File: src/design/bis_pkg.sv
package bis_pkg;

    localparam int STORE_DEPTH = 64;
    localparam int POS_W       = 6;
    localparam int VALUE_W     = 16;
    localparam int CNT_W       = 5;
    localparam int BLKOUT_W    = 4;
    localparam int STATUS_W    = 2;
    localparam int PC_W        = 4;

    localparam logic [CNT_W-1:0] CNT_RESET = 5'd16;

    localparam logic KIND_LOAD   = 1'b0;
    localparam logic KIND_SEARCH = 1'b1;

    localparam logic [STATUS_W-1:0] ST_LOADED   = 2'd0;
    localparam logic [STATUS_W-1:0] ST_FOUND    = 2'd1;
    localparam logic [STATUS_W-1:0] ST_NOTFOUND = 2'd2;
    localparam logic [STATUS_W-1:0] ST_OUTRANGE = 2'd3;

    typedef struct packed {
        logic               kind;
        logic [POS_W-1:0]   position;
        logic [VALUE_W-1:0] value;
    } t_in_item;

    typedef struct packed {
        logic [STATUS_W-1:0] status;
        logic [POS_W-1:0]    found_position;
        logic [BLKOUT_W-1:0] block_searched;
    } t_out_item;

    typedef enum logic [3:0] {
        OP_NOP,
        OP_ACCEPT,
        OP_LD_STORE,
        OP_LD_MAX,
        OP_SR_INIT,
        OP_SR_PROBE,
        OP_SR_STEP,
        OP_SCAN_INIT,
        OP_SCAN_RD,
        OP_SCAN_CMP,
        OP_EMIT
    } t_op;

    typedef enum logic [3:0] {
        C_NEVER,
        C_ALWAYS,
        C_NO_INPUT,
        C_IS_SEARCH,
        C_LO_GE_HI,
        C_LO_GE_CNT,
        C_SCAN_DONE,
        C_NO_MATCH,
        C_OUT_FREE
    } t_cond;

    typedef logic [PC_W-1:0] t_pc;

    localparam t_pc S_FETCH     = 4'd0;
    localparam t_pc S_DISPATCH  = 4'd1;
    localparam t_pc S_LD_STORE  = 4'd2;
    localparam t_pc S_LD_MAX    = 4'd3;
    localparam t_pc S_SR_INIT   = 4'd4;
    localparam t_pc S_SR_PROBE  = 4'd5;
    localparam t_pc S_SR_STEP   = 4'd6;
    localparam t_pc S_SCAN_INIT = 4'd7;
    localparam t_pc S_SCAN_RD   = 4'd8;
    localparam t_pc S_SCAN_CMP  = 4'd9;
    localparam t_pc S_EMIT      = 4'd10;
    localparam t_pc S_EMIT_WAIT = 4'd11;

    typedef struct packed {
        t_op   op;
        t_cond cond;
        t_pc   target;
    } t_uword;

    typedef struct packed {
        logic in_valid;
        logic is_search;
        logic lo_ge_hi;
        logic lo_ge_cnt;
        logic scan_done;
        logic no_match;
        logic out_free;
    } t_flags;

    // Control store. A step jumps to its target when its condition holds,
    // otherwise it falls through to the next step.
    function automatic t_uword ucode(input t_pc addr);
        t_uword w;
        unique case (addr)
            S_FETCH:     w = '{OP_ACCEPT,    C_NO_INPUT,  S_FETCH};
            S_DISPATCH:  w = '{OP_NOP,       C_IS_SEARCH, S_SR_INIT};
            S_LD_STORE:  w = '{OP_LD_STORE,  C_NEVER,     S_FETCH};
            S_LD_MAX:    w = '{OP_LD_MAX,    C_ALWAYS,    S_EMIT};
            S_SR_INIT:   w = '{OP_SR_INIT,   C_NEVER,     S_FETCH};
            S_SR_PROBE:  w = '{OP_SR_PROBE,  C_LO_GE_HI,  S_SCAN_INIT};
            S_SR_STEP:   w = '{OP_SR_STEP,   C_ALWAYS,    S_SR_PROBE};
            S_SCAN_INIT: w = '{OP_SCAN_INIT, C_LO_GE_CNT, S_EMIT};
            S_SCAN_RD:   w = '{OP_SCAN_RD,   C_SCAN_DONE, S_EMIT};
            S_SCAN_CMP:  w = '{OP_SCAN_CMP,  C_NO_MATCH,  S_SCAN_RD};
            S_EMIT:      w = '{OP_EMIT,      C_OUT_FREE,  S_FETCH};
            S_EMIT_WAIT: w = '{OP_NOP,       C_ALWAYS,    S_EMIT};
            default:     w = '{OP_NOP,       C_ALWAYS,    S_FETCH};
        endcase
        return w;
    endfunction

endpackage

File: src/design/bis_ram.sv
module bis_ram #(
    parameter int WIDTH = 16,
    parameter int DEPTH = 64
) (
    input  logic                                    i_clk,
    input  logic                                    i_we,
    input  logic [((DEPTH > 1) ? $clog2(DEPTH) : 1)-1:0] i_waddr,
    input  logic [WIDTH-1:0]                        i_wdata,
    input  logic [((DEPTH > 1) ? $clog2(DEPTH) : 1)-1:0] i_raddr,
    output logic [WIDTH-1:0]                        o_rdata
);

    logic [WIDTH-1:0] r_mem [DEPTH];
    logic [WIDTH-1:0] r_rdata;

    always_ff @(posedge i_clk) begin
        if (i_we) begin
            r_mem[i_waddr] <= i_wdata;
        end
        r_rdata <= r_mem[i_raddr];
    end

    assign o_rdata = r_rdata;

endmodule

File: src/design/bis_sequencer.sv
module bis_sequencer (
    input  logic            i_clk,
    input  logic            i_rst_n,
    input  bis_pkg::t_flags i_flags,
    output bis_pkg::t_op    o_op
);

    import bis_pkg::*;

    t_pc    r_pc;
    t_pc    n_pc;
    t_uword word;
    logic   take;

    assign word = ucode(r_pc);
    assign o_op = word.op;

    always_comb begin
        unique case (word.cond)
            C_NEVER:     take = 1'b0;
            C_ALWAYS:    take = 1'b1;
            C_NO_INPUT:  take = !i_flags.in_valid;
            C_IS_SEARCH: take = i_flags.is_search;
            C_LO_GE_HI:  take = i_flags.lo_ge_hi;
            C_LO_GE_CNT: take = i_flags.lo_ge_cnt;
            C_SCAN_DONE: take = i_flags.scan_done;
            C_NO_MATCH:  take = i_flags.no_match;
            C_OUT_FREE:  take = i_flags.out_free;
            default:     take = 1'b1;
        endcase
        n_pc = take ? word.target : t_pc'(r_pc + 1'b1);
    end

    always_ff @(posedge i_clk) begin
        if (!i_rst_n) begin
            r_pc <= S_FETCH;
        end else begin
            r_pc <= n_pc;
        end
    end

    // A taken jump at the fetch step means no transaction was present.
    a_fetch_waits: assert property (@(posedge i_clk) disable iff (!i_rst_n)
        (r_pc == S_FETCH && !i_flags.in_valid) |=> (r_pc == S_FETCH))
        else $error("sequencer left fetch without a transaction");

    a_emit_leaves: assert property (@(posedge i_clk) disable iff (!i_rst_n)
        (r_pc == S_EMIT && i_flags.out_free) |=> (r_pc == S_FETCH))
        else $error("sequencer did not return to fetch after emitting");

    a_pc_bounded: assert property (@(posedge i_clk) disable iff (!i_rst_n)
        r_pc <= S_EMIT_WAIT)
        else $error("sequencer step counter outside the control store");

endmodule

File: src/design/bis_datapath.sv
module bis_datapath #(
    parameter int BLOCK_SIZE = 4,
    parameter int NUM_BLOCKS = 16
) (
    input  logic                          i_clk,
    input  logic                          i_rst_n,
    input  bis_pkg::t_op                  i_op,
    input  logic                          i_in_valid,
    input  bis_pkg::t_in_item             i_in_data,
    input  logic                          i_cfg_wr_en,
    input  logic [bis_pkg::CNT_W-1:0]     i_cfg_wr_data,
    input  logic                          i_out_stall,
    output bis_pkg::t_flags               o_flags,
    output logic                          o_out_valid,
    output bis_pkg::t_out_item            o_out_data
);

    import bis_pkg::*;

    localparam int BLK_W  = (NUM_BLOCKS > 1) ? $clog2(NUM_BLOCKS) : 1;
    localparam int WIDE_W = BLK_W + POS_W;
    localparam int SP_W   = CNT_W + $clog2(BLOCK_SIZE + 1) + 1;

    logic                r_kind;
    logic [POS_W-1:0]    r_pos;
    logic [VALUE_W-1:0]  r_key;
    logic [CNT_W-1:0]    r_block_count;
    logic [CNT_W-1:0]    r_lo;
    logic [CNT_W-1:0]    r_hi;
    logic [CNT_W-1:0]    r_mid;
    logic [SP_W-1:0]     r_scan_pos;
    logic [SP_W-1:0]     r_scan_end;
    logic [STATUS_W-1:0] r_status;
    logic [POS_W-1:0]    r_fpos;
    logic [BLKOUT_W-1:0] r_blk;
    logic                r_out_valid;
    t_out_item           r_out_data;

    // Block number and first-in-block flag of every store position.
    logic [POS_W-1:0]       blk_tab [STORE_DEPTH];
    logic [STORE_DEPTH-1:0] first_tab;

    for (genvar g = 0; g < STORE_DEPTH; g++) begin : g_tab
        assign blk_tab[g]   = POS_W'(g / BLOCK_SIZE);
        assign first_tab[g] = ((g % BLOCK_SIZE) == 0);
    end

    logic [POS_W-1:0]   load_blk;
    logic               load_first;
    logic               load_in_range;
    logic [WIDE_W-1:0]  load_wide;
    logic [BLK_W-1:0]   load_addr;
    logic [CNT_W-1:0]   eff_cnt;
    logic [CNT_W:0]     mid_sum;
    logic [CNT_W-1:0]   mid_c;
    logic [WIDE_W-1:0]  mid_wide;
    logic [SP_W-1:0]    scan_base;
    logic               out_free;

    logic               ds_we;
    logic [POS_W-1:0]   ds_raddr;
    logic [VALUE_W-1:0] ds_rdata;
    logic               bm_we;
    logic [BLK_W-1:0]   bm_raddr;
    logic [VALUE_W-1:0] bm_wdata;
    logic [VALUE_W-1:0] bm_rdata;

    assign load_blk      = blk_tab[r_pos];
    assign load_first    = first_tab[r_pos];
    assign load_wide     = WIDE_W'(load_blk);
    assign load_addr     = load_wide[BLK_W-1:0];
    assign load_in_range = (load_wide < WIDE_W'(NUM_BLOCKS));

    assign eff_cnt = (WIDE_W'(r_block_count) > WIDE_W'(NUM_BLOCKS)) ?
                     CNT_W'(NUM_BLOCKS) : r_block_count;

    assign mid_sum  = {1'b0, r_lo} + {1'b0, r_hi};
    assign mid_c    = mid_sum[CNT_W:1];
    assign mid_wide = WIDE_W'(mid_c);

    assign scan_base = SP_W'(r_lo) * SP_W'(BLOCK_SIZE);
    assign out_free  = !r_out_valid || !i_out_stall;

    always_comb begin
        ds_we    = (i_op == OP_LD_STORE);
        ds_raddr = r_scan_pos[POS_W-1:0];
        bm_we    = 1'b0;
        bm_raddr = load_addr;
        bm_wdata = r_key;
        unique case (i_op)
            OP_SR_PROBE: bm_raddr = mid_wide[BLK_W-1:0];
            OP_LD_MAX:   bm_we = load_in_range && (load_first || (r_key > bm_rdata));
            default:     bm_we = 1'b0;
        endcase
    end

    bis_ram #(.WIDTH(VALUE_W), .DEPTH(STORE_DEPTH)) u_data_store (
        .i_clk   (i_clk),
        .i_we    (ds_we),
        .i_waddr (r_pos),
        .i_wdata (r_key),
        .i_raddr (ds_raddr),
        .o_rdata (ds_rdata)
    );

    bis_ram #(.WIDTH(VALUE_W), .DEPTH(NUM_BLOCKS)) u_block_max (
        .i_clk   (i_clk),
        .i_we    (bm_we),
        .i_waddr (load_addr),
        .i_wdata (bm_wdata),
        .i_raddr (bm_raddr),
        .o_rdata (bm_rdata)
    );

    always_ff @(posedge i_clk) begin
        unique case (i_op)
            OP_ACCEPT: begin
                if (i_in_valid) begin
                    r_kind <= i_in_data.kind;
                    r_pos  <= i_in_data.position;
                    r_key  <= i_in_data.value;
                end
            end
            OP_LD_MAX: begin
                r_status <= ST_LOADED;
                r_fpos   <= '0;
                r_blk    <= '0;
            end
            OP_SR_INIT: begin
                r_lo <= '0;
                r_hi <= eff_cnt;
            end
            OP_SR_PROBE: begin
                r_mid <= mid_c;
            end
            OP_SR_STEP: begin
                if (bm_rdata < r_key) begin
                    r_lo <= CNT_W'(r_mid + 1'b1);
                end else begin
                    r_hi <= r_mid;
                end
            end
            OP_SCAN_INIT: begin
                r_scan_pos <= scan_base;
                r_scan_end <= SP_W'(scan_base + SP_W'(BLOCK_SIZE));
                r_fpos     <= '0;
                if (r_lo >= eff_cnt) begin
                    r_status <= ST_OUTRANGE;
                    r_blk    <= '0;
                end else begin
                    r_status <= ST_NOTFOUND;
                    r_blk    <= r_lo[BLKOUT_W-1:0];
                end
            end
            OP_SCAN_CMP: begin
                if (ds_rdata == r_key) begin
                    r_status <= ST_FOUND;
                    r_fpos   <= r_scan_pos[POS_W-1:0];
                end
                r_scan_pos <= SP_W'(r_scan_pos + 1'b1);
            end
            default: begin
            end
        endcase
    end

    // Configuration register and output register.
    always_ff @(posedge i_clk) begin
        if (!i_rst_n) begin
            r_block_count <= CNT_RESET;
            r_out_valid   <= 1'b0;
        end else begin
            if (i_cfg_wr_en) begin
                r_block_count <= i_cfg_wr_data;
            end
            if (i_op == OP_EMIT && out_free) begin
                r_out_valid <= 1'b1;
            end else if (!i_out_stall) begin
                r_out_valid <= 1'b0;
            end
        end
    end

    always_ff @(posedge i_clk) begin
        if (i_op == OP_EMIT && out_free) begin
            r_out_data <= '{r_status, r_fpos, r_blk};
        end
    end

    assign o_flags.in_valid  = i_in_valid;
    assign o_flags.is_search = (r_kind == KIND_SEARCH);
    assign o_flags.lo_ge_hi  = (r_lo >= r_hi);
    assign o_flags.lo_ge_cnt = (r_lo >= eff_cnt);
    assign o_flags.scan_done = (r_scan_pos == r_scan_end) ||
                               (r_scan_pos >= SP_W'(STORE_DEPTH));
    assign o_flags.no_match  = (ds_rdata != r_key);
    assign o_flags.out_free  = out_free;

    assign o_out_valid = r_out_valid;
    assign o_out_data  = r_out_data;

endmodule

File: src/design/block_index_search_top.sv
// Indexed block search over a 64-entry store of 16-bit values, cut into
// NUM_BLOCKS blocks of BLOCK_SIZE positions with a running maximum per block.
// A load transaction writes one value and updates its block maximum. A search
// transaction runs binary-search probes over the block maxima (at most
// ceil(log2(block_count + 1)) probes), then compares the elements of the
// chosen block until a match or the end of the block; a key above every block
// skips the compares. The control store runs one step per cycle, with each
// probe and each scan compare waiting on a registered RAM read. Only one
// transaction is in flight at a time; a finished result waits in the output
// register while the next transaction is accepted. The user must write
// block_count only while idle; the block itself does not enforce this. The
// count is clamped to NUM_BLOCKS; a count of zero reports every key as above
// all blocks.
module block_index_search_top #(
    parameter int BLOCK_SIZE = 4,
    parameter int NUM_BLOCKS = 16
) (
    input  logic                      i_clk,
    input  logic                      i_rst_n,
    input  logic                      i_in_valid,
    output logic                      o_in_stall,
    input  bis_pkg::t_in_item         i_in_data,
    output logic                      o_out_valid,
    input  logic                      i_out_stall,
    output bis_pkg::t_out_item        o_out_data,
    input  logic                      i_cfg_wr_en,
    input  logic [bis_pkg::CNT_W-1:0] i_cfg_wr_data
);

    import bis_pkg::*;

    t_op    op;
    t_flags flags;

    assign o_in_stall = (op != OP_ACCEPT);

    bis_sequencer u_seq (
        .i_clk   (i_clk),
        .i_rst_n (i_rst_n),
        .i_flags (flags),
        .o_op    (op)
    );

    bis_datapath #(
        .BLOCK_SIZE (BLOCK_SIZE),
        .NUM_BLOCKS (NUM_BLOCKS)
    ) u_dp (
        .i_clk         (i_clk),
        .i_rst_n       (i_rst_n),
        .i_op          (op),
        .i_in_valid    (i_in_valid),
        .i_in_data     (i_in_data),
        .i_cfg_wr_en   (i_cfg_wr_en),
        .i_cfg_wr_data (i_cfg_wr_data),
        .i_out_stall   (i_out_stall),
        .o_flags       (flags),
        .o_out_valid   (o_out_valid),
        .o_out_data    (o_out_data)
    );

    // One transaction at a time: the port closes right after an acceptance.
    a_one_in_flight: assert property (@(posedge i_clk) disable iff (!i_rst_n)
        (i_in_valid && !o_in_stall) |=> o_in_stall)
        else $error("input accepted while a transaction is in flight");

    a_load_result: assert property (@(posedge i_clk) disable iff (!i_rst_n)
        (o_out_valid && o_out_data.status == ST_LOADED) |->
        (o_out_data.found_position == '0 && o_out_data.block_searched == '0))
        else $error("load result carries a position or block");

    a_outrange_result: assert property (@(posedge i_clk) disable iff (!i_rst_n)
        (o_out_valid && o_out_data.status == ST_OUTRANGE) |->
        (o_out_data.found_position == '0 && o_out_data.block_searched == '0))
        else $error("out-of-range result carries a position or block");

endmodule

File: config.mk
export PLATFORM = sky130hd
export DESIGN_NAME = block_index_search_top
export DESIGN_NICKNAME = d
export VERILOG_FILES = /design/src/design/bis_pkg.sv /design/src/design/bis_ram.sv /design/src/design/bis_sequencer.sv /design/src/design/bis_datapath.sv /design/src/design/block_index_search_top.sv
export SDC_FILE = /design/constraint.sdc
export NUM_CORES = 1
export LEC_CHECK = 0
export BUFFER_PORTS_ARGS = -buffer_cell sky130_fd_sc_hd__buf_2
export CAP_MARGIN = 20
export CORE_ASPECT_RATIO = 0.5
export CORE_MARGIN = 4
export CORE_UTILIZATION = 57
export CTS_CLUSTER_DIAMETER = 40
export DETAILED_ROUTE_END_ITERATION = 10
export HOLD_SLACK_MARGIN = 0.15
export PLACE_DENSITY_LB_ADDON = 0.25
export SETUP_SLACK_MARGIN = 0.05
export SLEW_MARGIN = 30
export SYNTH_ARGS = -nofsm -noshare
export SYNTH_HDL_FRONTEND = slang
export SYNTH_SLANG_ARGS = --single-unit
File: constraint.sdc
create_clock -name i_clk -period 4.6 [get_ports i_clk]
set_clock_uncertainty 0.1 [all_clocks]
set_input_delay 0.92 -clock i_clk [delete_from_list [all_inputs] [get_ports i_clk]]
set_output_delay 0.92 -clock i_clk [all_outputs]
set_load 0.02 [all_outputs]
; Word level (Yosys, flattened, before mapping)
; Memory sizes are Yosys's and may differ from the RTL's. A register that Yosys moved wholly into a read port is not among the register bits.
; Index checks and enable logic that the tools add are counted.
[op_classes]
addsub = 5
magnitude_cmp = 9
eq_ne = 24
n_mux = 28
n_bitwise = 1
n_reduce_logical = 20
[op_table]
columns = cell, count
row1 = $eq A4 B3 Y1 const B, 8
row2 = $mux W6, 4
row3 = $pmux W5 S2, 2
row4 = $pmux W9 S2, 1
row5 = $eq A16 B16 Y1, 1
row6 = $eq A4 B2 Y1 const B, 4
row7 = $gt A16 B16 Y1, 1
row8 = $lt A16 B16 Y1, 1
row9 = $mux W4, 4
row10 = $ne A16 B16 Y1, 1
row11 = $mux W5, 3
row12 = $eq A4 B4 Y1 const B, 3
row13 = $pmux W6 S2, 1
row14 = $ge A5 B5 Y1, 2
row15 = $reduce_and A2 Y1, 5
row16 = $add A9 B1 Y9 const B, 1
row17 = $eq A9 B9 Y1, 1
row18 = $ge A9 B7 Y1 const B, 1
row19 = $mux W1, 9
row20 = $add A7 B3 Y8 const B, 1
row21 = $pmux W1 S8, 1
row22 = $pmux W4 S2, 1
row23 = $reduce_bool A2 Y1, 4
row24 = $ge A7 B7 Y1 const B, 1
row25 = 19 further kinds, 26
[word_totals]
regBits = 90
mem_bits_rw = 1280
rom_bits = 640
in_bits = 33
out_inout_bits = 14
word_cells = 109
n_memories = 5
[mem_list]
columns = memory, depth, word_bits, read_ports, rd_clocked_by_memory_dff, write_ports, line_no
row1 = u_dp.u_data_store.r_mem, 64, 16, 1, 1, 1, bis_ram.sv:13  ; logic [WIDTH-1:0] r_mem [DEPTH];
row2 = (no name shown), 64, 6, 1, 0, 0, bis_datapath.sv:68  ; assign load_blk = blk_tab[r_pos];
row3 = u_dp.u_block_max.r_mem, 16, 16, 1, 1, 1, bis_ram.sv:13
row4 = (no name shown), 16, 12, 1, 1, 0, bis_pkg.sv:94  ; unique case (addr)
row5 = (no name shown), 64, 1, 1, 1, 0, bis_datapath.sv:69  ; assign load_first = first_tab[r_pos];

; Longest topological paths before layout
[depth]
ltp_word = 9
depth_mapped = 16
depth_no_buf = 15

; Cells and area by module
; From an unflattened synthesis, not the netlist that was laid out.
[unflattened]
hier_cells = 2706
area_unflattened_um2 = 55248.0
[modules_own_cells]
columns = module, instances, cells_each, area_each_um2, seq_area_each_um2
row1 = bis_ram (u_dp.u_data_store), 1, 1829, 40042.2, 31069.8
row2 = bis_ram (u_dp.u_block_max), 1, 432, 10043.4, 8007.7
row3 = bis_datapath, 1, 358, 4335.4, 2452.4
row4 = bis_sequencer, 1, 86, 817.0, 320.3
row5 = block_index_search_top, 1, 1, 10.0, 0.0

; Worst setup path before layout
; Ideal clock, no wire load.
[synth_timing]
kind = reg-to-reg
start = register u_dp.r_key[11], in the netlist u_dp.bm_wdata[11]
end = memory u_dp.u_block_max.r_mem[0][0], enable pin
setup_ps = 430
arrival_time_ps = 4321
slack_ps = -251
path_stages_with_launch = 10
path_buffers = 0
cell_sequence = edfxtp_1 > ha_1 > and3_1 > nand3_1 > nor2_1 > nand4_1 > nor2_1 > a211oi_1 > nor2_1 > nor4_1
[synth_between]
elab_chain_len = 6
[synth_rtl]
columns = element, line_no
row1 = from (decl), bis_datapath.sv:26  ; logic [VALUE_W-1:0] r_key;
row2 = from (signal assigned), bis_datapath.sv:121  ; r_key <= i_in_data.value;
row3 = $gt A16 B16 Y1, bis_datapath.sv:92  ; OP_LD_MAX: bm_we = load_in_range && (load_first || (r_key > bm_rdata));
row4 = $logic_or A1 B1 Y1, bis_datapath.sv:92
row5 = $logic_and A1 B1 Y1, bis_datapath.sv:92
row6 = $mux W1, bis_datapath.sv:90  ; unique case (i_op)
row7 = $mux W1, bis_ram.sv:17  ; if (i_we) begin
row8 = $mux W1 (implied by the code), bis_ram.sv:18  ; r_mem[i_waddr] <= i_wdata;
row9 = to (decl), bis_ram.sv:13
; No other way between the ends.

; Final worst setup path
[layout_timing]
start = register u_dp.r_lo[0]
end = register u_seq.word[1] (netlist name)
[layout_between]
elab_chain_len = 4
[layout_rtl]
columns = element, line_no
row1 = from (decl), bis_datapath.sv:28  ; logic [CNT_W-1:0] r_lo;
row2 = from (signal assigned), bis_datapath.sv:138  ; r_lo <= CNT_W'(r_mid + 1'b1);
row3 = "$ge A5 B5 Y1, on equally long branches", "bis_datapath.sv:193, bis_datapath.sv:192"
row4 = $pmux W1 S8 *, bis_sequencer.sv:19  ; unique case (word.cond)
row5 = $mux W4 *, bis_sequencer.sv:31  ; n_pc = take ? word.target : t_pc'(r_pc + 1'b1);
row6 = $mux W4 (no line) *, -
; Every way passes the cells marked *; elsewhere a longest branch is shown, timed or not.
; A chain may end at the register's enable or synchronous reset.

==> reports/summary.txt <==
Status: finished clean
Initial antenna violation count: 11
Overall Power: 0.0312 W
Vias in the first global route: 26000
CP max-delay cell: a2111oi_0
Core area: 0.0956 mm²
Grt ovf: 0
Vias per cell: 6.35
Worst-skew pair later-pin latency: 0.76 ns
Die ar.: 0.102 mm²
Crit path cell chain: inv_1, ha_1, nand2b_1, a2111oi_0, o31ai_1, o21ai_0, and4_4, mux2i_2, nor2_1, ha_1, inv_1, mux2i_1, o21ai_1
Syn Inst Count: 2547
Filler cells: 6079
Crit path kind: flip-flop to flip-flop
DRT Wirelength: 123000 µm
Commonest non-fill, non-tap cell in the layout: edfxtp_1
Starting Density: 57.6%
DRC violations left: 0
Cells resized by post-CTS repair: 0
Clk sinks: 1412
Crit. End Element: flip-flop
Vias: 26100
Number of synthesis warnings: 0
Slew Viols, Final: 0
Syn nets: 2621
Die Ht: 228 µm
Ys async rst share: 0%
Cell Area, Placed: 0.0576 mm²
CTS root buf: clkbuf_16
Final Cycle Share: 81.0%
Bufs on Longest Clock Path: 3
Total CTS buffers: 132
Crit path max fanout: 13
Setup ws final: 0.873 ns
Max Freq: 268 MHz
Final non-filler cell total: 4109
Layout overhead on the synthesized area: 12.2%
H-Tree Depth: 4
GP Congestion: 0.872
Largest stage delay on the critical path: 0.64 ns
# Post-CTS Setup Buffers: 0
Minimum clock period: 3.73 ns
Startpoint class of the critical path: flip-flop
Max VDD drop: 0.501 mV
Area taken by multi-input logic gates: 0.0127 mm²
Drt pass-1 iters: 7
Buffers on Ports: 46
Final-report setup violation count: 0
CTS clk-pin slew, worst paths: 0.06 ns
Share of the synthesized area in the top cell type: 73.9%
RSZ-0062 raised after global routing: false
Register bit total from synthesis: 1412
Total of max-cap violations: 0
EDFF count, synth: 1357
Final Cell Area: 0.0618 mm²
Leakage: 20.4 nW
Part of the power in registers: 49.8%
HP Class: input port to flip-flop
Register area: 0.0419 mm²
DR WL/cell: 29.9 µm
Final hold violation count: 0
Placed Cells: 3873
Row cnt: 80
Internal power: 0.0230 W
Distinct cell type count after synthesis: 53
Antenna Nets Post-Route: 0
Die X: 448 µm
Cts hold-fix bufs: 0
Synth top area cells: edfxtp_1 74%, mux4_2 14%, mux2i_1 4.6%, dfxtp_1 2.0%, ha_1 0.91%
Clock share of power: 34.4%
GRT Util Overall: 24.6%
Net Sw Frac: 26.5%
Post-DP HPWL: 71200 µm
Cell area after synthesis: 0.0551 mm²
Worst Tran Pin Value: 1.01 ns
DP Worst Slack: 0.980 ns
First-pass GRT wire length: 181000 µm
Synth area leader: edfxtp_1
Largest net degree at the start of global routing: 106
Net load switching power: 0.00828 W
Util after Layout: 64.7%
Nets: 2810
CTS tree: built
Share of layout cells above drive strength 1: 25.9%
Post-synthesis sequential area ratio: 75.9%
Gate power share: 15.8%
Arrival time at the worst endpoint: 4.25 ns
Rel. slew slack: 32.9%
Main synth FF type: edfxtp_1
I/O pin count: 47
DR iter-0 viols: 3628
Worst Path Required: 5.13 ns
Syn_area_per_cell: 21.6 µm²
Most frequent cells in the layout: 1357 x edfxtp_1, 336 x mux4_2, 249 x mux2i_1
Pwr/cell area: 505 mW/mm²
[synthesized netlist by cell type, drive strengths merged, types with 7 or more instances]
cell / count
xnor2: 9
nor4: 14
o21ai: 20
clkbuf: 57
nor2b: 12
mux2i: 253
buf: 61
a21oi: 9
inv: 37
mux4: 336
nand3: 20
nor2: 107
xor2: 30
nand2b: 9
edfxtp: 1357
and3: 15
ha: 40
nand2: 38
nor3b: 7
dfxtp: 55
[worst max-delay path: cells and delay by family (launching register included)]
kind	cells	cell delay (ns)
fa+ha+maj	2	0.55
flops	1	0.44
compound gates	4	1.16
buf+inv	2	0.24
simple gates	3	0.67
mux	2	0.42
[logic make-up after synthesis]
family          share of synthesized area, %
compound gates                         0.654
simple gates                            2.19
fa+ha+maj                              0.945
xor+xnor                               0.620
flops                                   75.9
buf+inv                                 1.20
mux                                     18.4
[per-layer routing]
metal | global-route usage [%] | vias to the layer above | share of wire [%]
met5 | 0 | - | 0.0090
met4 | 7.12 | 2 | 2.4
met3 | 6.91 | 160 | 11
met2 | 35.4 | 1273 | 45
met1 | 37.4 | 13700 | 42
li1 | - | 10900 | -
[flip-flops by register name (all words and copies together) (netlist names), 9 cells and up]
| register | flops |
|---|---|
| u_dp.u_block_max.r_mem | 256 |
| u_dp.bm_wdata | 16 |
| u_dp.u_data_store.r_mem | 1024 |
| u_dp.u_data_store.o_rdata | 16 |
| u_dp.r_scan_pos | 9 |
| u_dp.o_out_data | 12 |
| u_seq.word | 12 |
| u_dp.u_block_max.o_rdata | 16 |
[metrics by stage]
stage	TNS [ns]	hold WS, ns
floorplan	-31.98	0.300
global placement	0	0.313
detailed placement	0	0.309
CTS	0	0.207
global route	0	0.236
finish	0	0.254
[layout make-up]
type                            count  area share [%]
Inverter                           38           0.231
Clock buffer                      161            5.55
Sequential cell                  1412            67.7
Multi-Input combinational cell    979            20.6
Timing Repair Buffer              173            2.09
Tap cell                         1271            2.57
Clock inverter                     73            1.27
Antenna cell                        2         0.00810
[power groups by stage]
stage	combinational [W]	sequential (W)	clock (W)
after floorplan	0.00280	0.0161	0
after global placement	0.00481	0.0158	0
after detailed placement	0.00491	0.0158	0
after CTS	0.00494	0.0156	0.0109
after global routing	0.00527	0.0156	0.0116
final	0.00494	0.0156	0.0107
[final timing paths]
kind                                 from                            to  slack (ns)  depth (start not counted)
min                         i_in_data[15]   u_dp.bm_wdata[15]$_DFFE_PP_        0.25                          1
max reg2reg    u_dp.r_lo[0]$_SDFFCE_PN0P_         u_seq.word[1]$_DFF_P_        0.87                         13
max            u_dp.r_lo[0]$_SDFFCE_PN0P_         u_seq.word[1]$_DFF_P_        0.87                         13
min reg2reg  u_dp.r_fpos[2]$_SDFFCE_PN0P_  u_dp.o_out_data[6]$_DFFE_PP_        0.31                          0
(Power assumes the default switching activity.)
